[src/rtl/core/nsmp_pkg.sv]
package nsmp_pkg;

    // one table entry as held in the node memory
    typedef struct packed {
        logic [15:0] id;
        logic [31:0] cap;
        logic [31:0] share;
    } t_entry;

    // splitmix64 constants
    localparam logic [63:0] MIX_C1 = 64'h9E3779B97F4A7C15;
    localparam logic [63:0] MIX_C2 = 64'hBF58476D1CE4E5B9;
    localparam logic [63:0] MIX_C3 = 64'h94D049BB133111EB;
    localparam int unsigned MIX_S1 = 30;
    localparam int unsigned MIX_S2 = 27;
    localparam int unsigned MIX_S3 = 31;

    // pick policies
    localparam logic [1:0] POL_HASH_RR  = 2'd0;
    localparam logic [1:0] POL_LEAST    = 2'd1;
    localparam logic [1:0] POL_WEIGHTED = 2'd2;
    localparam logic [1:0] POL_FAILOVER = 2'd3;

    // item kinds
    localparam logic CMD_WRITE = 1'b0;
    localparam logic CMD_PICK  = 1'b1;

    // configuration register indexes
    localparam logic [1:0] REG_POLICY = 2'd0;
    localparam logic [1:0] REG_COUNT  = 2'd1;

endpackage

[src/rtl/core/nsmp_hash.sv]
module nsmp_hash
    import nsmp_pkg::*;
(
    input  logic        i_clk,
    input  logic        i_rst_n,
    input  logic        i_start,
    input  logic [63:0] i_seed,
    output logic        o_done,
    output logic [63:0] o_value
);

    logic        r_busy;
    logic        r_phase;
    logic [1:0]  r_k;
    logic        r_done;
    logic [63:0] r_a;
    logic [63:0] r_acc;
    logic [63:0] r_val;
    logic [63:0] v_add;
    logic [63:0] v_const;
    logic [31:0] v_aop;
    logic [31:0] v_bop;
    logic [63:0] v_prod;

    // 64x64 low product from three 32x32 partial products, one per cycle
    always_comb begin
        v_add   = i_seed + MIX_C1;
        v_const = r_phase ? MIX_C3 : MIX_C2;
        v_aop   = (r_k == 2'd2) ? r_a[63:32] : r_a[31:0];
        v_bop   = (r_k == 2'd1) ? v_const[63:32] : v_const[31:0];
        v_prod  = 64'(v_aop) * 64'(v_bop);
    end

    always_ff @(posedge i_clk) begin
        if (!i_rst_n) begin
            r_busy <= 1'b0;
            r_done <= 1'b0;
            r_k    <= 2'd0;
        end else begin
            r_done <= 1'b0;
            if (i_start) begin
                r_a     <= v_add ^ (v_add >> MIX_S1);
                r_busy  <= 1'b1;
                r_phase <= 1'b0;
                r_k     <= 2'd0;
            end else if (r_busy) begin
                r_k <= r_k + 2'd1;
                unique case (r_k)
                    2'd0: r_acc <= v_prod;
                    2'd1, 2'd2: r_acc[63:32] <= r_acc[63:32] + v_prod[31:0];
                    default: begin
                        if (!r_phase) begin
                            r_a     <= r_acc ^ (r_acc >> MIX_S2);
                            r_phase <= 1'b1;
                        end else begin
                            r_val  <= r_acc ^ (r_acc >> MIX_S3);
                            r_done <= 1'b1;
                            r_busy <= 1'b0;
                        end
                    end
                endcase
            end
        end
    end

    assign o_done  = r_done;
    assign o_value = r_val;

endmodule

[src/rtl/core/nsmp_div.sv]
module nsmp_div #(
    parameter int DVS_W = 37
) (
    input  logic             i_clk,
    input  logic             i_rst_n,
    input  logic             i_start,
    input  logic [63:0]      i_dividend,
    input  logic [DVS_W-1:0] i_divisor,
    output logic             o_done,
    output logic [DVS_W-1:0] o_rem
);

    logic             r_busy;
    logic             r_done;
    logic [5:0]       r_cnt;
    logic [63:0]      r_dvd;
    logic [DVS_W-1:0] r_dvs;
    logic [DVS_W-1:0] r_rem;
    logic [DVS_W:0]   v_sh;
    logic [DVS_W:0]   v_diff;

    // restoring remainder, one dividend bit a cycle
    always_comb begin
        v_sh   = {r_rem, r_dvd[63]};
        v_diff = v_sh - {1'b0, r_dvs};
    end

    always_ff @(posedge i_clk) begin
        if (!i_rst_n) begin
            r_busy <= 1'b0;
            r_done <= 1'b0;
        end else begin
            r_done <= 1'b0;
            if (i_start) begin
                r_busy <= 1'b1;
                r_cnt  <= 6'd0;
                r_dvd  <= i_dividend;
                r_dvs  <= i_divisor;
                r_rem  <= '0;
            end else if (r_busy) begin
                r_dvd <= {r_dvd[62:0], 1'b0};
                r_rem <= v_diff[DVS_W] ? v_sh[DVS_W-1:0] : v_diff[DVS_W-1:0];
                r_cnt <= r_cnt + 6'd1;
                if (r_cnt == 6'd63) begin
                    r_busy <= 1'b0;
                    r_done <= 1'b1;
                end
            end
        end
    end

    assign o_done = r_done;
    assign o_rem  = r_rem;

endmodule

[src/rtl/core/nsmp_table.sv]
module nsmp_table
    import nsmp_pkg::*;
#(
    parameter int DEPTH = 16,
    parameter int IDX_W = 4
) (
    input  logic             i_clk,
    input  logic             i_rst_n,
    input  logic             i_wr_en,
    input  logic [IDX_W-1:0] i_wr_idx,
    input  t_entry           i_wr_entry,
    input  logic             i_wr_ready,
    input  logic [IDX_W-1:0] i_rd_idx,
    output t_entry           o_rd_entry,
    output logic             o_rd_ready
);

    t_entry           r_mem [DEPTH];
    logic [DEPTH-1:0] r_ready;
    t_entry           r_rd;
    logic             r_rd_ready;

    // entry memory, registered read
    always_ff @(posedge i_clk) begin
        if (i_wr_en) begin
            r_mem[i_wr_idx] <= i_wr_entry;
        end
        r_rd <= r_mem[i_rd_idx];
    end

    // ready flags clear at reset
    always_ff @(posedge i_clk) begin
        if (!i_rst_n) begin
            r_ready    <= '0;
            r_rd_ready <= 1'b0;
        end else begin
            if (i_wr_en) begin
                r_ready[i_wr_idx] <= i_wr_ready;
            end
            r_rd_ready <= r_ready[i_rd_idx];
        end
    end

    assign o_rd_entry = r_rd;
    assign o_rd_ready = r_rd_ready;

endmodule

[src/rtl/core/node_selector_multi_policy.sv]
// node selector: a table of up to MAX_NODES entries (id, ready flag, capacity,
// share weight) picks one node id per pick transfer under the configured
// policy (0 hashed round robin, 1 least connection, 2 weighted random,
// 3 failover) and reports the ready count; write transfers load one entry and
// give no result. one item is worked at a time. a pick scans the used entries
// (up to the clamped node count) through the node memory, and a second scan
// runs if every usable node was the avoided one. hashed round robin and
// weighted random (unless the share total is zero) then run a restoring
// remainder unit (splitmix64 hash overlaps the scan) and a second walk;
// least connection and failover finish right after the scan. the result sits
// in an output register so the next item is taken while it waits
module node_selector_multi_policy
    import nsmp_pkg::*;
#(
    parameter int MAX_NODES = 16
) (
    input  logic         i_clk,
    input  logic         i_rst_n,
    input  logic         s_axis_tvalid,
    output logic         s_axis_tready,
    // entry_index, node_id, node_ready, capacity, share_weight, seed, avoid_id
    input  logic [167:0] s_axis_tdata,
    // cmd
    input  logic         s_axis_tuser,
    output logic         m_axis_tvalid,
    input  logic         m_axis_tready,
    // picked_id, ready_count
    output logic [23:0]  m_axis_tdata,
    input  logic         i_cfg_valid,
    output logic         o_cfg_ready,
    input  logic [1:0]   i_cfg_index,
    input  logic [7:0]   i_cfg_data
);

    localparam int IDX_W = (MAX_NODES > 1) ? $clog2(MAX_NODES) : 1;
    localparam int CNT_W = $clog2(MAX_NODES + 1);
    localparam int TOT_W = 32 + CNT_W;
    localparam int EXT_W = (IDX_W > 4) ? IDX_W : 4;

    localparam logic [2:0] S_IDLE = 3'd0;
    localparam logic [2:0] S_SCAN = 3'd1;
    localparam logic [2:0] S_HASH = 3'd2;
    localparam logic [2:0] S_DIV  = 3'd3;
    localparam logic [2:0] S_WALK = 3'd4;
    localparam logic [2:0] S_DONE = 3'd5;

    // input fields
    logic [3:0]  v_entry_index;
    logic [15:0] v_node_id;
    logic        v_node_ready;
    logic [31:0] v_capacity;
    logic [31:0] v_share;
    logic [63:0] v_seed;
    logic [15:0] v_avoid;

    assign v_entry_index = s_axis_tdata[3:0];
    assign v_node_id     = s_axis_tdata[19:4];
    assign v_node_ready  = s_axis_tdata[20];
    assign v_capacity    = s_axis_tdata[52:21];
    assign v_share       = s_axis_tdata[84:53];
    assign v_seed        = s_axis_tdata[148:85];
    assign v_avoid       = s_axis_tdata[164:149];

    // configuration
    logic [1:0] r_policy;
    logic [4:0] r_count;

    assign o_cfg_ready = 1'b1;

    always_ff @(posedge i_clk) begin
        if (!i_rst_n) begin
            r_policy <= POL_FAILOVER;
            r_count  <= 5'd0;
        end else if (i_cfg_valid) begin
            if (i_cfg_index == REG_POLICY) begin
                r_policy <= i_cfg_data[1:0];
            end else if (i_cfg_index == REG_COUNT) begin
                r_count <= i_cfg_data[4:0];
            end
        end
    end

    // entries in use, clamped to the table size
    logic [CNT_W-1:0] v_lim;
    assign v_lim = (32'(r_count) > MAX_NODES) ? CNT_W'(MAX_NODES) : CNT_W'(r_count);

    // sequencer state
    logic [2:0]       r_state;
    logic [15:0]      r_skip;
    logic [CNT_W-1:0] r_iss;
    logic             r_pend;
    logic [CNT_W-1:0] r_cnt;
    logic [CNT_W-1:0] r_rc;
    logic [15:0]      r_first;
    logic [TOT_W-1:0] r_total;
    logic             r_hasbest;
    logic [15:0]      r_bestid;
    logic [31:0]      r_bestcap;
    logic [63:0]      r_hval;
    logic             r_hvld;
    logic [TOT_W-1:0] r_dvsr;
    logic [TOT_W-1:0] r_rem;

    // output register
    logic        r_ovld;
    logic [15:0] r_opick;
    logic [4:0]  r_orc;

    logic        v_accept;
    logic        v_wr_en;
    logic [EXT_W-1:0] v_wr_ext;
    t_entry      v_wr_entry;
    t_entry      v_rd;
    logic        v_rd_ready;
    logic        v_usable;
    logic        v_issue;
    logic        v_scan_end;
    logic        v_hash_done;
    logic [63:0] v_hash;
    logic        v_div_start;
    logic        v_div_done;
    logic [TOT_W-1:0] v_div_rem;
    logic        v_out_free;

    assign s_axis_tready = (r_state == S_IDLE);
    assign v_accept      = s_axis_tvalid && s_axis_tready;
    assign v_wr_ext      = EXT_W'(v_entry_index);
    assign v_wr_en       = v_accept && (s_axis_tuser == CMD_WRITE) &&
                           (32'(v_entry_index) < MAX_NODES);
    assign v_wr_entry    = '{id: v_node_id, cap: v_capacity, share: v_share};
    assign v_usable      = v_rd_ready && (v_rd.id != r_skip);
    assign v_issue       = (r_iss < v_lim);
    assign v_scan_end    = !v_issue && !r_pend;
    assign v_div_start   = (r_state == S_HASH) && r_hvld;
    assign v_out_free    = !r_ovld || m_axis_tready;

    nsmp_table #(
        .DEPTH (MAX_NODES),
        .IDX_W (IDX_W)
    ) u_table (
        .i_clk      (i_clk),
        .i_rst_n    (i_rst_n),
        .i_wr_en    (v_wr_en),
        .i_wr_idx   (v_wr_ext[IDX_W-1:0]),
        .i_wr_entry (v_wr_entry),
        .i_wr_ready (v_node_ready),
        .i_rd_idx   (r_iss[IDX_W-1:0]),
        .o_rd_entry (v_rd),
        .o_rd_ready (v_rd_ready)
    );

    // hash starts as soon as the pick is taken and overlaps the scan
    nsmp_hash u_hash (
        .i_clk   (i_clk),
        .i_rst_n (i_rst_n),
        .i_start (v_accept && (s_axis_tuser == CMD_PICK)),
        .i_seed  (v_seed),
        .o_done  (v_hash_done),
        .o_value (v_hash)
    );

    nsmp_div #(
        .DVS_W (TOT_W)
    ) u_div (
        .i_clk      (i_clk),
        .i_rst_n    (i_rst_n),
        .i_start    (v_div_start),
        .i_dividend (r_hval),
        .i_divisor  (r_dvsr),
        .o_done     (v_div_done),
        .o_rem      (v_div_rem)
    );

    always_ff @(posedge i_clk) begin
        if (!i_rst_n) begin
            r_state <= S_IDLE;
            r_pend  <= 1'b0;
            r_hvld  <= 1'b0;
            r_ovld  <= 1'b0;
            r_iss   <= '0;
            r_cnt   <= '0;
            r_rem   <= '0;
            r_dvsr  <= '1;
        end else begin
            if (r_ovld && m_axis_tready) begin
                r_ovld <= 1'b0;
            end
            if (v_hash_done) begin
                r_hval <= v_hash;
                r_hvld <= 1'b1;
            end
            // memory walk pipeline, one entry issued per cycle
            if (r_state == S_SCAN || r_state == S_WALK) begin
                r_pend <= v_issue;
                if (v_issue) begin
                    r_iss <= r_iss + CNT_W'(1);
                end
            end
            unique case (r_state)
                S_IDLE: begin
                    if (v_accept && (s_axis_tuser == CMD_PICK)) begin
                        r_state   <= S_SCAN;
                        r_skip    <= v_avoid;
                        r_hvld    <= 1'b0;
                        r_iss     <= '0;
                        r_pend    <= 1'b0;
                        r_cnt     <= '0;
                        r_rc      <= '0;
                        r_first   <= '0;
                        r_total   <= '0;
                        r_hasbest <= 1'b0;
                    end
                end
                S_SCAN: begin
                    if (r_pend) begin
                        r_rc <= r_rc + CNT_W'(v_rd_ready);
                        if (v_usable) begin
                            r_cnt   <= r_cnt + CNT_W'(1);
                            r_total <= r_total + TOT_W'(v_rd.share);
                            if (r_first == 16'd0) begin
                                r_first <= v_rd.id;
                            end
                            if (!r_hasbest || v_rd.cap > r_bestcap ||
                                (v_rd.cap == r_bestcap && v_rd.id < r_bestid)) begin
                                r_hasbest <= 1'b1;
                                r_bestid  <= v_rd.id;
                                r_bestcap <= v_rd.cap;
                            end
                        end
                    end
                    if (v_scan_end) begin
                        if (r_cnt == '0) begin
                            if (r_skip != 16'd0) begin
                                // every usable node was avoided: scan again with none avoided
                                r_skip    <= 16'd0;
                                r_iss     <= '0;
                                r_rc      <= '0;
                                r_first   <= '0;
                                r_total   <= '0;
                                r_hasbest <= 1'b0;
                            end else begin
                                r_opick <= 16'd0;
                                r_state <= S_DONE;
                            end
                        end else begin
                            unique case (r_policy)
                                POL_HASH_RR: begin
                                    r_dvsr  <= TOT_W'(r_cnt);
                                    r_state <= S_HASH;
                                end
                                POL_LEAST: begin
                                    r_opick <= r_bestid;
                                    r_state <= S_DONE;
                                end
                                POL_WEIGHTED: begin
                                    if (r_total == '0) begin
                                        r_opick <= r_first;
                                        r_state <= S_DONE;
                                    end else begin
                                        r_dvsr  <= r_total;
                                        r_state <= S_HASH;
                                    end
                                end
                                default: begin
                                    r_opick <= r_first;
                                    r_state <= S_DONE;
                                end
                            endcase
                        end
                    end
                end
                S_HASH: begin
                    if (r_hvld) begin
                        r_state <= S_DIV;
                    end
                end
                S_DIV: begin
                    if (v_div_done) begin
                        r_rem   <= v_div_rem;
                        r_iss   <= '0;
                        r_pend  <= 1'b0;
                        r_state <= S_WALK;
                    end
                end
                S_WALK: begin
                    if (r_pend && v_usable) begin
                        if (r_policy == POL_HASH_RR) begin
                            if (r_rem == '0) begin
                                r_opick <= v_rd.id;
                                r_state <= S_DONE;
                            end else begin
                                r_rem <= r_rem - TOT_W'(1);
                            end
                        end else if (r_rem < TOT_W'(v_rd.share)) begin
                            r_opick <= v_rd.id;
                            r_state <= S_DONE;
                        end else begin
                            r_rem <= r_rem - TOT_W'(v_rd.share);
                        end
                    end else if (v_scan_end) begin
                        r_opick <= r_first;
                        r_state <= S_DONE;
                    end
                end
                S_DONE: begin
                    if (v_out_free) begin
                        r_ovld  <= 1'b1;
                        r_orc   <= 5'(r_rc);
                        r_state <= S_IDLE;
                    end
                end
                default: begin
                    r_state <= S_IDLE;
                end
            endcase
        end
    end

    // result stays in r_opick until the output register takes it
    logic [15:0] r_outpick;
    always_ff @(posedge i_clk) begin
        if (r_state == S_DONE && v_out_free) begin
            r_outpick <= r_opick;
        end
    end

    assign m_axis_tvalid = r_ovld;
    assign m_axis_tdata  = {3'b000, r_orc, r_outpick};

    // divisor never zero while the remainder unit runs
    a_div_nonzero: assert property (@(posedge i_clk) disable iff (!i_rst_n)
        (r_state == S_DIV) |-> (r_dvsr != '0))
        else $error("remainder unit started with zero divisor");

    // the walk remainder stays below the divisor
    a_rem_range: assert property (@(posedge i_clk) disable iff (!i_rst_n)
        (r_state == S_WALK) |-> (r_rem < r_dvsr))
        else $error("walk remainder out of range");

    // usable count never exceeds the entries issued so far
    a_cnt_bound: assert property (@(posedge i_clk) disable iff (!i_rst_n)
        (r_state == S_SCAN) |-> (r_cnt <= r_iss))
        else $error("usable count exceeds scanned entries");

    // a finished pick waiting on a full output register does not drop it
    a_done_hold: assert property (@(posedge i_clk) disable iff (!i_rst_n)
        (r_state == S_DONE && !v_out_free) |=> (r_state == S_DONE))
        else $error("result left before output register was free");

endmodule

[config.mk]
export PLATFORM = sky130hd
export DESIGN_NAME = node_selector_multi_policy
export DESIGN_NICKNAME = d
export VERILOG_FILES = /design/src/rtl/core/nsmp_pkg.sv /design/src/rtl/core/nsmp_hash.sv /design/src/rtl/core/nsmp_div.sv /design/src/rtl/core/nsmp_table.sv /design/src/rtl/core/node_selector_multi_policy.sv
export SDC_FILE = /design/constraint.sdc
export NUM_CORES = 2
export LEC_CHECK = 0
export BUFFER_PORTS_ARGS = -buffer_cell sky130_fd_sc_hd__buf_2
export CAP_MARGIN = 10
export CORE_MARGIN = 2
export CORE_UTILIZATION = 50
export DETAILED_ROUTE_END_ITERATION = 6
export PLACE_DENSITY = 0.77
export RECOVER_POWER = 25
export SYNTH_ARGS = -nofsm -noshare
export SYNTH_HDL_FRONTEND = slang
export SYNTH_HIERARCHICAL = 1
export SYNTH_SLANG_ARGS = --single-unit
[constraint.sdc]
create_clock -name i_clk -period 10.8 [get_ports i_clk]
set_input_delay 1.08 -clock i_clk [delete_from_list [all_inputs] [get_ports i_clk]]
set_output_delay 1.08 -clock i_clk [all_outputs]
set_load 0.03 [all_outputs]
==> reports/results.ini <==
[run_status]
status=finished clean

[yosys]
synth-compound-area-share_pct=7.33
synth.avg_cell_area_um2=13.3
synth_most_common_cell=edfxtp_1
synth_area_um2=117000
synth_top_family_by_area=adder cells
synth_top_area_cell=edfxtp_1
synth-main-ff-cell=edfxtp_1
yosys-top-cells-area=edfxtp_1, fa_1, mux4_2, ha_1, inv_1
ys_ff_latch=2041
ys_seq_area_share_pct=50.5
synth_cell_type_count=109
synth.area.mux_share_pct=7.93
synthTopCellsByCount=edfxtp_1, inv_1, fa_1, nand2_1, nor2_1
synth-edff-count=1841
yosys_warnings=6
async_flop_share_pct=0
synth_top_area_share_pct=47.1
synthAdderAreaFrac_pct=19.6
netlist_instances=8809
synth-simple-area-share_pct=6.72
yosys.area_share.xor_xnor_pct=2.97

[sta]
whs_ns=0.395
rsz0062_at_grt=false
fin_worst_skew_ns=0.0865
finalMaxSlewViolations=0
final.setup.tns_ns=0
max_freq_mhz=97.3
post-route-period-util_pct=95.2
setup_violations=0
finalCriticalPeriod_ns=10.28
slew_headroom_pct=7.33
tightest_slew_ns=1.37
final-hold-violation-count=0

[critical_path]
crit_buf_inv=5
critPathTopFamily=adder cells
path_class=reg2reg
cp_common_cell=fa_1
cp-end-kind=flop
required_ns=11.38
cp.arrival_ns=10.85
slowest_stage=fa_1
startpoint_type=flop
cp_slowest_stage_delay_ns=0.65
cp_max_fo=20

[drt]
drtAntennaViolNets=0
num_vias=75000
drc=0
routed_wl_um=340000
drt_iter0_drc=9060
first_pass_iters=7
via_per_inst=6.04
wl_per_cell_um=27.4

[clock_network]
cts-buffers-inserted=199
clock-root-buffer=clkbuf_16
tritoncts=done
clk_path_buf_depth=3
cts.sinks=2041
post_cts_buffers=0
clk_pin_slew_worst_paths_ns=0.07
htree_levels=4
clk_latency_ns=0.89

[place]
numPortBuffers=200
dp_cells=12000
dpl.hpwl_um=239000
gp_congestion=0.991

[finish]
final_cells=12400
fin_nets=10600
syn2layout_area_growth_pct=10.3
drive_above_1_share_pct=12.7

[grt]
grt_pass1_vias=76300
antenna_found_initial=54
overflow=0
groute.usage.overall_pct=28.5
grt_pass1_wl_um=499000
grt_max_degree=166

[die]
die_h_um=489
start_util_pct=50.4
fp.coreArea_um2=233000
pin_count=211
rows=177
die_w_um=489
dieArea_um2=239000

[flow_run]
maxCapViolCount=0

[worst_hold_path]
hold_path_class=reg2reg

-- what timing repair did --
action / 4_1_cts / 5_1_grt
hold buffers: 0 / 0
gates resized for setup: 0 / 1
setup endpoints to repair: 0 / 4
-- path summary, 6_finish.rpt --
path,from,end,slack [ns],cells after the start
worst max-delay path,u_hash/r_k[0],u_hash/r_acc[63],0.52,36
worst min register to register,u_hash/o_value[20],r_hval[20],0.39,0
worst max register to register,u_hash/r_k[0],u_hash/r_acc[63],0.52,36
worst min-delay path,u_hash/o_value[20],r_hval[20],0.39,0
-- metal layers --
layer	GRT usage, %	part of all wire [%]	vias up
met5	0	0.086	-
li1	-	-	31900
met2	44.1	46	4288
met4	10.6	4.0	42
met1	39.5	40	38000
met3	6.41	10	712
-- cells by family (layout without fill, tap and decap cells) --
kind of cell / count (synthesis) / count (layout)
multiplexers: 516 / 516
AND/OR/NAND/NOR: 1719 / 1719
adder cells (fa/ha/maj): 1351 / 1351
AO/OA/AOI/OAI: 1319 / 1319
flip-flops: 2041 / 2041
XOR/XNOR: 384 / 384
other: 2 / 30
buffers and inverters: 1477 / 1918
-- registers in the layout (all words and copies together) (netlist names), 6 cells and up --
register,flops
r_dvsr,37
u_hash/r_acc,64
u_table/r_ready,16
u_hash/o_value,64
r_opick,16
u_div/r_dvs,37
u_table/o_rd_entry,80
r_rem,37
r_total,37
r_skip,16
u_table/r_mem,1280
r_hval,64
r_bestid,16
u_hash/r_a,64
u_div/r_cnt,6
r_bestcap,32
r_first,16
u_div/o_rem,37
r_outpick,16
u_div/r_dvd,64
-- through the flow --
step / util, % / instance area, um^2 / setup WS, ns
2_1_floorplan: - / 117000 / 1.16
3_3_place_gp: 52.7 / 123000 / 0.545
3_5_place_dp: 52.7 / 123000 / 0.479
4_1_cts: 55.6 / 130000 / 0.486
5_1_grt: 55.6 / 130000 / 0.0298
6_report: 55.6 / 130000 / 0.523
-- layout by cell type (no fill, tap or decap), types with 204 or more instances in the layout --
master / Yosys / layout
edfxtp_1: 1841 / 1841
inv_1: 1122 / 1121
fa_1: 822 / 822
nand2_1: 587 / 584
nor2_1: 545 / 529
ha_1: 529 / 527
a21oi_1: 354 / 354
mux4_2: 322 / 322
o21ai_0: 245 / 245
xor2_1: 204 / 204
buf_4: 4 / 204
-- cell type report --
type                            count  area (um^2)
Timing Repair Buffer              411         2610
Fill cell                       18500       103000
Multi-Input combinational cell   5293        52600
Sequential cell                  2041        59300
Antenna cell                       26         65.1
Inverter                         1131         4250
Clock inverter                    109         1340
Clock buffer                      267         5430
Tap cell                         3132         3920
Power is not shown: default switching activity piles up to over one toggle a cycle in this logic, so the estimate is an artifact.
